==> config.mk <==
export PLATFORM = sky130hd
export DESIGN_NAME = key_event_queue_unit
export DESIGN_NICKNAME = d
export VERILOG_FILES = /design/src/rtl/keq_pkg.sv /design/src/rtl/keq_event_ram.sv /design/src/rtl/key_event_queue_unit.sv
export SDC_FILE = /design/constraint.sdc
export NUM_CORES = 1
export LEC_CHECK = 0
export ABC_AREA = 1
export BUFFER_PORTS_ARGS = -buffer_cell sky130_fd_sc_hd__buf_4
export CORE_MARGIN = 1
export CORE_UTILIZATION = 44
export CTS_BUF_LIST = sky130_fd_sc_hd__clkbuf_4
export CTS_CLUSTER_DIAMETER = 100
export DETAILED_ROUTE_END_ITERATION = 10
export PLACE_DENSITY = 0.59
export SKIP_CTS_REPAIR_TIMING = 1
export SYNTH_ARGS = -nofsm -noshare
export SYNTH_HDL_FRONTEND = slang
export SYNTH_SLANG_ARGS = --single-unit
==> constraint.sdc <==
create_clock -name clk -period 6.3 [get_ports clk]
set_clock_uncertainty 0.15 [all_clocks]
set_input_delay 1.26 -clock clk [delete_from_list [all_inputs] [get_ports clk]]
set_output_delay 1.26 -clock clk [all_outputs]
set_load 0.05 [all_outputs]
==> src/rtl/keq_pkg.sv <==
package keq_pkg;

    localparam int QueueDepthDefault = 16;

    localparam int KeyWidth = 32;

    // The last key remembered after reset is the enter key.
    localparam logic [KeyWidth-1:0] ENTER_KEY_CODE = 32'd10;

    // Operation codes.
    localparam logic [1:0] OP_CLICK  = 2'd0;
    localparam logic [1:0] OP_SINGLE = 2'd1;
    localparam logic [1:0] OP_READ   = 2'd2;
    localparam logic [1:0] OP_CLEAR  = 2'd3;

    // Status codes.
    localparam logic [1:0] ST_OK      = 2'd0;
    localparam logic [1:0] ST_INVALID = 2'd1;
    localparam logic [1:0] ST_NO_ROOM = 2'd2;

    typedef struct packed {
        logic [KeyWidth-1:0] key;
        logic                pressed;
    } event_t;

endpackage

==> src/rtl/keq_event_ram.sv <==
module keq_event_ram
    import keq_pkg::*;
#(
    parameter int DEPTH = QueueDepthDefault,
    parameter int AW    = $clog2(DEPTH)
)
(
    input  logic          clk,
    input  logic          wr_en,
    input  logic [AW-1:0] wr_addr,
    input  event_t        wr_data,
    input  logic          rd_en,
    input  logic [AW-1:0] rd_addr,
    output event_t        rd_data
);

    event_t mem [DEPTH];
    event_t rd_data_reg;

    always_ff @(posedge clk)
    begin
        if (wr_en)
        begin
            mem[wr_addr] <= wr_data;
        end
    end

    always_ff @(posedge clk)
    begin
        if (rd_en)
        begin
            rd_data_reg <= mem[rd_addr];
        end
    end

    assign rd_data = rd_data_reg;

endmodule

==> src/rtl/key_event_queue_unit.sv <==
// Ring queue of key events held in a single-port-write, single-port-read memory with a
// registered read. Single pushes, clears, rejected pushes and reads of an empty queue
// load their result from the idle state. A click passes through S_CLICK as its press
// and release go through the one write port one after the other, and a read of a stored
// event passes through S_READ as the memory read is registered. One operation is in
// progress at a time; a new one is taken only when the output register is empty or its
// result is being transferred out in the same cycle, so a stalled result holds off the
// input. The queue is usable directly after reset with no clearing pass.
module key_event_queue_unit
    import keq_pkg::*;
#(
    parameter int QUEUE_DEPTH = QueueDepthDefault
)
(
    input  logic                clk,
    input  logic                rst_n,
    input  logic                in_valid,
    output logic                in_ready,
    input  logic [1:0]          operation,
    input  logic [KeyWidth-1:0] key_code,
    input  logic                key_pressed,
    output logic                out_valid,
    input  logic                out_ready,
    output logic [1:0]          status,
    output logic [KeyWidth-1:0] read_key,
    output logic                read_pressed,
    output logic                more_pending
);

    localparam int PW = $clog2(QUEUE_DEPTH);
    localparam int FW = $clog2(QUEUE_DEPTH + 1);

    localparam logic [PW-1:0] PTR_LAST  = PW'(QUEUE_DEPTH - 1);
    localparam logic [FW-1:0] FILL_FULL = FW'(QUEUE_DEPTH);
    localparam logic [FW-1:0] FILL_PAIR = FW'(QUEUE_DEPTH - 2);

    localparam logic [1:0] S_IDLE  = 2'd0;
    localparam logic [1:0] S_CLICK = 2'd1;
    localparam logic [1:0] S_READ  = 2'd2;

    logic [1:0]          state_reg,    state_next;
    logic [PW-1:0]       rd_ptr_reg,   rd_ptr_next;
    logic [PW-1:0]       wr_ptr_reg,   wr_ptr_next;
    logic [FW-1:0]       fill_reg,     fill_next;
    logic [KeyWidth-1:0] last_key_reg, last_key_next;
    logic [KeyWidth-1:0] click_key_reg, click_key_next;
    logic                out_valid_reg, out_valid_next;
    logic [1:0]          status_reg,   status_next;
    logic [KeyWidth-1:0] rkey_reg,     rkey_next;
    logic                rpressed_reg, rpressed_next;
    logic                more_reg,     more_next;

    logic          accept;
    logic          res_load;
    logic [PW-1:0] rd_ptr_inc;
    logic [PW-1:0] wr_ptr_inc;
    logic          ram_wr_en;
    event_t        ram_wr_data;
    logic          ram_rd_en;
    event_t        ram_rd_data;

    keq_event_ram #(
        .DEPTH (QUEUE_DEPTH),
        .AW    (PW)
    ) u_ram (
        .clk     (clk),
        .wr_en   (ram_wr_en),
        .wr_addr (wr_ptr_reg),
        .wr_data (ram_wr_data),
        .rd_en   (ram_rd_en),
        .rd_addr (rd_ptr_reg),
        .rd_data (ram_rd_data)
    );

    assign in_ready = (state_reg == S_IDLE) && (!out_valid_reg || out_ready);
    assign accept   = in_valid && in_ready;

    assign rd_ptr_inc = (rd_ptr_reg == PTR_LAST) ? '0 : rd_ptr_reg + 1'b1;
    assign wr_ptr_inc = (wr_ptr_reg == PTR_LAST) ? '0 : wr_ptr_reg + 1'b1;

    always_comb
    begin
        state_next     = state_reg;
        rd_ptr_next    = rd_ptr_reg;
        wr_ptr_next    = wr_ptr_reg;
        fill_next      = fill_reg;
        last_key_next  = last_key_reg;
        click_key_next = click_key_reg;
        ram_wr_en      = 1'b0;
        ram_wr_data    = '{key: key_code, pressed: key_pressed};
        ram_rd_en      = 1'b0;
        res_load       = 1'b0;
        status_next    = ST_OK;
        rkey_next      = '0;
        rpressed_next  = 1'b0;
        more_next      = 1'b0;

        unique case (state_reg)
            S_IDLE:
            begin
                if (accept)
                begin
                    unique case (operation)
                        OP_CLICK:
                        begin
                            if (key_code == '0)
                            begin
                                res_load    = 1'b1;
                                status_next = ST_INVALID;
                            end
                            else if (fill_reg > FILL_PAIR)
                            begin
                                res_load    = 1'b1;
                                status_next = ST_NO_ROOM;
                            end
                            else
                            begin
                                // The press goes in now, the release in the next cycle.
                                ram_wr_en      = 1'b1;
                                ram_wr_data    = '{key: key_code, pressed: 1'b1};
                                wr_ptr_next    = wr_ptr_inc;
                                fill_next      = fill_reg + 1'b1;
                                click_key_next = key_code;
                                state_next     = S_CLICK;
                            end
                        end
                        OP_SINGLE:
                        begin
                            res_load = 1'b1;
                            if (key_code == '0)
                            begin
                                status_next = ST_INVALID;
                            end
                            else if (fill_reg == FILL_FULL)
                            begin
                                status_next = ST_NO_ROOM;
                            end
                            else
                            begin
                                ram_wr_en   = 1'b1;
                                wr_ptr_next = wr_ptr_inc;
                                fill_next   = fill_reg + 1'b1;
                            end
                        end
                        OP_READ:
                        begin
                            if (fill_reg != '0)
                            begin
                                ram_rd_en   = 1'b1;
                                rd_ptr_next = rd_ptr_inc;
                                fill_next   = fill_reg - 1'b1;
                                state_next  = S_READ;
                            end
                            else
                            begin
                                res_load  = 1'b1;
                                rkey_next = last_key_reg;
                            end
                        end
                        OP_CLEAR:
                        begin
                            res_load    = 1'b1;
                            rd_ptr_next = '0;
                            wr_ptr_next = '0;
                            fill_next   = '0;
                        end
                    endcase
                end
            end
            S_CLICK:
            begin
                ram_wr_en   = 1'b1;
                ram_wr_data = '{key: click_key_reg, pressed: 1'b0};
                wr_ptr_next = wr_ptr_inc;
                fill_next   = fill_reg + 1'b1;
                res_load    = 1'b1;
                state_next  = S_IDLE;
            end
            S_READ:
            begin
                // The fill count was already lowered when the read was issued.
                res_load      = 1'b1;
                rkey_next     = ram_rd_data.key;
                rpressed_next = ram_rd_data.pressed;
                more_next     = (fill_reg != '0);
                last_key_next = ram_rd_data.key;
                state_next    = S_IDLE;
            end
            default:
            begin
                state_next = S_IDLE;
            end
        endcase
    end

    always_comb
    begin
        out_valid_next = out_valid_reg;
        if (res_load)
        begin
            out_valid_next = 1'b1;
        end
        else if (out_valid_reg && out_ready)
        begin
            out_valid_next = 1'b0;
        end
    end

    always_ff @(posedge clk or negedge rst_n)
    begin
        if (!rst_n)
        begin
            state_reg     <= S_IDLE;
            rd_ptr_reg    <= '0;
            wr_ptr_reg    <= '0;
            fill_reg      <= '0;
            last_key_reg  <= ENTER_KEY_CODE;
            out_valid_reg <= 1'b0;
        end
        else
        begin
            state_reg     <= state_next;
            rd_ptr_reg    <= rd_ptr_next;
            wr_ptr_reg    <= wr_ptr_next;
            fill_reg      <= fill_next;
            last_key_reg  <= last_key_next;
            out_valid_reg <= out_valid_next;
        end
    end

    always_ff @(posedge clk)
    begin
        click_key_reg <= click_key_next;
        if (res_load)
        begin
            status_reg   <= status_next;
            rkey_reg     <= rkey_next;
            rpressed_reg <= rpressed_next;
            more_reg     <= more_next;
        end
    end

    assign out_valid    = out_valid_reg;
    assign status       = status_reg;
    assign read_key     = rkey_reg;
    assign read_pressed = rpressed_reg;
    assign more_pending = more_reg;

endmodule
# == Yosys cells after proc, flatten, opt, wreduce, memory -nomap -nowiden ==
# Memory sizes are Yosys's and may differ from the RTL's. A register that Yosys moved wholly into a read port is not among the register bits.
# Cells that the tools add are included.
# classes
addsub,4
magnitude_cmp,1
n_eq_ne,17
muxes,60
bitwise,2
reduce_logical,20
# op_table
op,n
32-bit two-way mux,3
33-bit one-hot mux with 2 select lines,1
32-bit one-hot mux with 2 select lines,1
32-bit logical NOT,1
4-bit two-way mux,8
5-bit two-way mux,6
1-bit two-way mux,21
5-bit one-hot mux with 4 select lines,1
2-bit two-way mux,9
4-bit one-hot mux with 2 select lines,2
"3-bit inequality test, second input constant",5
7-bit AND reduction,2
4-bit one-hot mux with 3 select lines,1
5-bit one-hot mux with 2 select lines,1
5-bit AND reduction,2
"4-bit by 1-bit adder with 4-bit output, second input constant",2
"4-bit == test, second input constant",2
2-bit one-hot mux with 2 select lines,2
"2-bit == test, second input constant",3
1-bit one-hot mux with 2 select lines,3
2-bit nonzero test,3
"5-bit by 1-bit adder with 5-bit output, second input constant",1
"5-bit == test, second input constant",1
"5-bit by 4-bit > comparator with 1-bit output, second input constant",1
other kinds (15),22
# word_totals
register_bits,116
ramBits,528
inputBits,39
output_inout_bits,38
wordCells,116
n_memories,1
# memory_table
memory,depth,width,read_ports,rd_clocked_by_memory_dff,wr,line,rtl
u_ram.mem,16,33,1,1,1,keq_event_ram.sv:17,event_t mem [DEPTH];

# == Logic depth before layout (Yosys ltp) ==
# Gate-level depths: netlist of the first run.
# logic_depth
ltp_word,8
mapped_depth,13
ltp_nobuf,11

# == Cells and area by module ==
# A second synthesis of the first run with hierarchy kept.
# hier_totals
cells_unflattened,2758
hier_area_um2,29022.8
# by_module_without_submodules
mod,n_inst,cells_each,area_each_um2,seq_area_each_um2
keq_event_ram,1,2185,23571.4,16846.2
key_event_queue_unit,1,573,5451.5,3245.6

# == Least setup slack after synthesis of the first run ==
# No wires, ideal clock.
# synth_timing
path_kind,input port to flip-flop
from,input out_ready
to,"memory u_ram.mem[0][0] (netlist bit), enable pin"
setup_ns,0.423
arrival_time_ns,3.911
required_time_ns,5.727
slack_ns,1.816
stages,6
n_path_buf,0
path_cell_list,nor2_1 > nor2_4 > nand2_2 > nor2_4 > nor2_8 > nor2_1
# synth_between
elab_chain_cells,7
# synth_rtl
item,line,rtl
start: declaration,key_event_queue_unit.sv:23,"input logic out_ready,"
1-bit logical OR,key_event_queue_unit.sv:75,assign in_ready = (state_reg == S_IDLE) && (!out_valid_reg || out_ready);
1-bit logical AND,key_event_queue_unit.sv:75,
named net in_ready,key_event_queue_unit.sv:18,"output logic in_ready,"
1-bit logical AND,key_event_queue_unit.sv:76,assign accept = in_valid && in_ready;
1-bit two-way mux,key_event_queue_unit.sv:101,if (accept)
1-bit one-hot mux with 2 select lines,key_event_queue_unit.sv:98,unique case (state_reg)
1-bit two-way mux,keq_event_ram.sv:22,if (wr_en)
1-bit two-way mux (not written as such),keq_event_ram.sv:24,mem[wr_addr] <= wr_data;
end: declaration,keq_event_ram.sv:17,
# The timed path passes the listed nets, and every way through them passes these cells.

# == Final worst setup path of the first run ==
# layout_timing
from,register state_reg[1]
to,"memory u_ram.mem[10][16] (netlist bit), enable pin"
# layout_between
elab_chain_cells,7
elab_cells_between_ends,8
cone_classes,eq/ne (1); mux (4); reduce/logical (3)
# layout_rtl
item,line,rtl
start: declaration,key_event_queue_unit.sv:41,"logic [1:0] state_reg, state_next;"
start signal: assignment,key_event_queue_unit.sv:222,state_reg <= state_next;
2-bit logical NOT,"key_event_queue_unit.sv:75, key_event_queue_unit.sv:98",
1-bit logical AND,key_event_queue_unit.sv:75,
1-bit logical AND,key_event_queue_unit.sv:76,
1-bit two-way mux,key_event_queue_unit.sv:101,
1-bit one-hot mux with 2 select lines (*),key_event_queue_unit.sv:98,
1-bit two-way mux (*),keq_event_ram.sv:22,
1-bit two-way mux (not written as such) (*),keq_event_ram.sv:24,
# Mark *: on every way between the ends. The rest lies on a longest branch, timed or not.

==> results of run 1 <==
## metal layers
metal  global-route usage (%)  share of wire, %
met2                     33.0                45
met1                     31.5                46
met4                     6.28               1.4
met5                        0                 0
met3                     5.94               7.8
## critical path, stage by stage, from the launching register on
cell and delay (ns):
dfrtp_1 0.42, inv_1 0.10, ha_1 0.35, inv_2 0.13
nor2_4 0.13, nand2_2 0.48, nor2_4 0.25, buf_4 0.46
nor2_8 0.24, nor2_4 1.05
## synthesized netlist by cell type
library cell and count:
nand3_1 81, clkbuf_1 53, buf_1 6, buf_12 1
nand2_1 319, clkbuf_2 1, nand2_2 7, a21oi_2 1
a22o_1 32, o31ai_4 1, a21oi_1 83, xor2_1 4
buf_6 5, ha_1 17, nor2_1 176, o221a_2 5
xnor2_1 2, o21ai_2 1, a31oi_1 2, buf_4 3
o21ai_1 68, edfxtp_1 629, nor2_8 1, o221ai_1 22
o21ai_0 157, a211oi_1 1, inv_1 61, nand4_1 24
a221oi_1 39, dfstp_2 2, dfrtp_1 46, nor4_1 1
nand2_4 1, o22ai_1 40, buf_2 57, inv_2 10
o31ai_1 32, nor2_4 13, inv_4 1, o2111ai_1 1
a21oi_4 1, or2_2 1, nor3_1 1, nor2_2 2
## power by group
part | switching (mW) | internal [mW]
Combinational | 3.78 | 1.15
Sequential | 0.231 | 5.98
Clock | 1.71 | 1.85
Total | 5.72 | 8.98
## worst max-delay path by stage
| stage | start | to | slack [ns] | cells after the start |
|---|---|---|---|---|
| 4_1_cts | state_reg[0] | u_ram.mem[10][20] | 2.03 | 9 |
| 6_report | state_reg[1] | u_ram.mem[10][16] | 2.07 | 9 |
| 3_3_place_gp | key_code[18] | u_ram.mem[10][11] | 1.74 | 12 |
| 3_5_place_dp | key_code[18] | u_ram.mem[10][29] | 1.61 | 12 |
| 2_1_floorplan | out_ready | u_ram.mem[0][0] | 1.82 | 6 |
| 5_1_grt | state_reg[0] | u_ram.mem[10][27] | 1.77 | 9 |
## cell families after synthesis
logic type | count (synthesis)
buffers and inverters | 198
adder cells (fa/ha/maj) | 17
AND/OR/NAND/NOR | 627
AO/OA/AOI/OAI | 486
flip-flops | 677
XOR/XNOR | 6
## through the flow
stage | hold WS [ns] | power, mW | instances | utilization [%] | setup slack [ns]
CTS | 0.0392 | 14.8 | 3055 | 49.9 | 2.03
floorplan | 0.298 | 9.43 | 2011 | - | 1.82
global route | 0.0838 | 15.5 | 3056 | 49.9 | 1.77
global placement | 0.312 | 11.1 | 2761 | 46.5 | 1.74
detailed placement | 0.322 | 11.2 | 2761 | 46.5 | 1.61
finish | 0.158 | 14.7 | 3056 | 49.9 | 2.07
## layout make-up
type	instances	area share, %
inverters	72	0.913
repair buffers	94	2.38
diodes	1	0.00830
flip-flops and latches	677	66.7
clock buffers	250	6.23
well taps	782	3.25
multi-input cells	1136	19.8
clock inverters	44	0.702
==> flow_summary.yaml, run 1 <==
status:
  status: "complete, no violations"
logic_synthesis:
  synthAdderAreaFrac_pct: 0.791
  synthMuxAreaShare_pct: 0
  synth.net_count: 2067
  synth_top_area_share_pct: 70.2
  synth_xor_area_share_pct: 0.195
  synth_top_family_by_area: "compound AO/OA/AOI/OAI gates"
  synth_top_area_cell: "edfxtp_1"
  avgSynthCellArea_um2: 13.4
  syn_area_um2: 26900
  synth_cells: 2011
  synth_simple_gate_area_share_pct: 9.91
  yosys_warnings: 0
  synth-seq-cells: 677
  synth_cell_types: 44
  synth_compound_area_share_pct: 11.1
  ys_top_cells_by_area: "edfxtp_1, nand2_1, dfrtp_1"
  synth_sequential_area_ratio_pct: 74.7
worst_hold_path:
  hold_path.class: "input port to async pin"
setup_path:
  path_max_fanout: 41
  r2r_start: "state_reg[1]"
  r2r_end: "u_ram.mem[10][16]"
  cp-end-kind: "flop"
  crit_required_ns: 6.73
  rr_worst_depth: 9
  critPathKind: "flop to flop"
  r2r_slack_ns: 2.07
  critPathLaunchType: "flop"
  cp.arrival_ns: 4.66
final_layout:
  fillers: 5231
  area_delta_synth_final_pct: 12.1
  multi_input_area_um2: 5970
  seqCellArea_um2: 20100
  nNetsFinal: 2210
  layout_common_cells: "edfxtp_1, nand2_1, clkbuf_4"
  final_design_area_no_fill_um2: 30100
  largest_reg_flops: 528
  drive_above_1_share_pct: 18.5
  final_common_cell: "edfxtp_1"
clocking:
  cts-root-buf: "clkbuf_4"
  clk_pin_slew_ns: 0.06
  cts_tree: "built"
  h-tree-depth: 4
  clock_path_buffers: 3
  clkLatencyLatePin_ns: 0.99
  cts_buffers: 173
  cts_sinks: 677
global_routing:
  grt_pass1_vias: 16895
  grt-ovfl-total: 0
  grt_usage_pct: 22.0
  grt_first_pass_wirelength_um: 102000
  grt_max_degree: 104
  antenna_found_initial: 3
timing:
  rsz0062_at_grt: "false"
  maxSlewHeadroom_pct: 10.9
  post-route-period-util_pct: 67.2
  tightest_slew_ns: 1.33
  fin_tns_setup_ns: 0
  final_hold_viol_count: 0
  max_freq_mhz: 236
  finalWorstPathRequiredPeriod_ns: 4.23
  drv_slew: 0
  setup_viol_count_final: 0
placement:
  hpwl_um: 38600
  numPortBuffers: 76
  placed_area_um2: 28000
  globalplace.congestion: 0.824
power:
  p_per_area_nw_per_um2: 488
  irDropWorstVdd_uv: 238
  leakage_nw: 10.5
routing:
  antenna_left: 0
  routed_wl_um: 67500
  wire_per_inst_um: 22.1
  drc: 0
  vias_per_cell: 5.60
  dr.pass1.iters: 5
  vias: 17124
  drt_iter0_drc: 1606
die:
  fp.dieH_um: 249
  start_util_pct: 44.6
  die_w_um: 249
  core_um2: 60400
  fp.dieArea_um2: 62100
  rows: 90
  ios: 77
flow_run:
  cap_violations: 0
Note: power is estimated with default switching activity, not from simulation.
==> inputs of run 2 (changes only) <==
==> constraint.sdc (replaced) <==
create_clock -name clk -period 4.2 [get_ports clk]
set_clock_uncertainty 0.15 [all_clocks]
set_input_delay 0.84 -clock clk [delete_from_list [all_inputs] [get_ports clk]]
set_output_delay 0.84 -clock clk [all_outputs]
set_load 0.05 [all_outputs]
==> flow_summary.yaml, run 2 (same netlist as run 1, synthesis figures left out) <==
status:
  status: "complete, no violations"
final_layout:
  drive_above_1_share_pct: 19.1
  largest_reg_flops: 528
  layout_common_cells: "edfxtp_1, nand2_1, clkbuf_4"
  final_util_pct: 50.9
  nNetsFinal: 2251
  final_common_cell: "edfxtp_1"
  stdcell_count: 3107
  final_design_area_no_fill_um2: 30700
  area_delta_synth_final_pct: 14.3
routing:
  vias_per_cell: 5.57
  wire_per_inst_um: 21.9
  drc: 0
  routed_wl_um: 68000
  dr.pass1.iters: 5
  drt_iter0_drc: 1771
  antenna_left: 0
  vias: 17319
power:
  intPower_mw: 13.9
  irDropWorstVdd_uv: 372
  leakage_nw: 10.8
  p_comb_share_pct: 33.0
  clockPowerShare_pct: 25.5
  p_switching_mw: 8.66
  p_per_area_nw_per_um2: 733
  seqPwrFrac_pct: 41.5
  switching_share_pct: 38.5
setup_path:
  rr_worst_depth: 10
  r2r_slack_ns: 0.84
  critPathKind: "flop to output port"
  r2r_start: "state_reg[1]"
  cp.arrival_ns: 2.40
  cp-end-kind: "output port"
  path_max_fanout: 10
  crit_required_ns: 3.21
  critPathLaunchType: "flop"
  r2r_end: "u_ram.mem[8][14]"
timing:
  max_freq_mhz: 295
  tightest_slew_ns: 1.30
  setup_slack_ns: 0.814
  finalWorstPathRequiredPeriod_ns: 3.39
  fin_tns_setup_ns: 0
  post-route-period-util_pct: 80.6
  maxSlewHeadroom_pct: 12.9
  final_hold_viol_count: 0
  drv_slew: 0
  rsz0062_at_grt: "false"
  setup_viol_count_final: 0
clocking:
  clkLatencyLatePin_ns: 1.04
  cts_buffers: 174
  cts_tree: "built"
  clock_path_buffers: 3
  clk_pin_slew_ns: 0.06
  h-tree-depth: 4
  cts-root-buf: "clkbuf_4"
  cts_sinks: 677
placement:
  pre_cts_ws_ns: 0.492
  placed_area_um2: 28100
  globalplace.congestion: 0.830
  dp_cells: 2767
  numPortBuffers: 76
  hpwl_um: 39400
die:
  start_util_pct: 44.6
  core_um2: 60400
  die_w_um: 249
  fp.dieH_um: 249
  ios: 77
  rows: 90
  fp.dieArea_um2: 62100
global_routing:
  grt-ovfl-total: 0
  antenna_found_initial: 5
  grt_first_pass_wirelength_um: 102000
  grt_usage_pct: 22.0
  grt_pass1_vias: 16718
  grt_max_degree: 137
flow_run:
  cap_violations: 0
worst_hold_path:
  hold_path.class: "input port to async pin"
## run 2: cell count changes in the layout (fill, tap and decap cells not counted), sizes merged
cell	before	now
inv	79	77
dlygate4sd3	0	34
buf	94	100
clkinv	32	22
bufinv	1	4
diode	1	6
clkbuf	250	265
## run 2: critical path, stage by stage (launching register included)
cell	delay [ns]
dfrtp_1	0.42
inv_1	0.10
ha_1	0.39
inv_2	0.14
nor2_4	0.14
buf_4	0.20
## run 2: worst max path at each step
stage / start / endpoint / slack [ns] / cells after the start
2_1_floorplan: out_ready / u_ram.mem[0][0] / 0.14 / 6
3_3_place_gp: key_code[18] / u_ram.mem[11][13] / 0.56 / 11
3_5_place_dp: key_code[18] / u_ram.mem[8][14] / 0.49 / 11
4_1_cts: state_reg[1] / in_ready / 0.73 / 5
5_1_grt: state_reg[1] / in_ready / 0.63 / 5
6_report: state_reg[1] / in_ready / 0.81 / 5
## run 2: through the flow
| step | total power, mW | hold WS (ns) |
|---|---|---|
| 2_1_floorplan | 14.1 | 0.298 |
| 3_3_place_gp | 16.7 | 0.314 |
| 3_5_place_dp | 16.9 | 0.320 |
| 4_1_cts | 22.6 | -0.352 |
| 5_1_grt | 23.7 | 0.212 |
| 6_report | 22.5 | 0.258 |
## run 2: power by group through the flow
| stage | Clock (mW) | Sequential [mW] | Combinational (mW) |
|---|---|---|---|
| after global placement | 0 | 9.46 | 7.28 |
| after floorplan | 0 | 9.91 | 4.23 |
| final | 5.75 | 9.34 | 7.44 |
| after CTS | 5.88 | 9.35 | 7.39 |
| after detailed placement | 0 | 9.49 | 7.37 |
| after global routing | 6.24 | 9.41 | 8.04 |
## run 2: per-layer routing
metal	track usage (%)	routed length [um]	vias to the layer above
li1	-	-	7924
met1	31.0	29900	8515
met2	32.6	30500	768
met3	5.95	6120	112
met4	8.66	1470	0
met5	0	0	-
## run 2: layout make-up
type | count | area [um2]
well taps | 782 | 978
diodes | 6 | 15.0
clock inverters | 35 | 269
clock buffers | 265 | 1990
multi-input cells | 1136 | 5970
inverters | 72 | 275
repair buffers | 134 | 1140
flip-flops and latches | 677 | 20100
fillers | 5182 | 29600
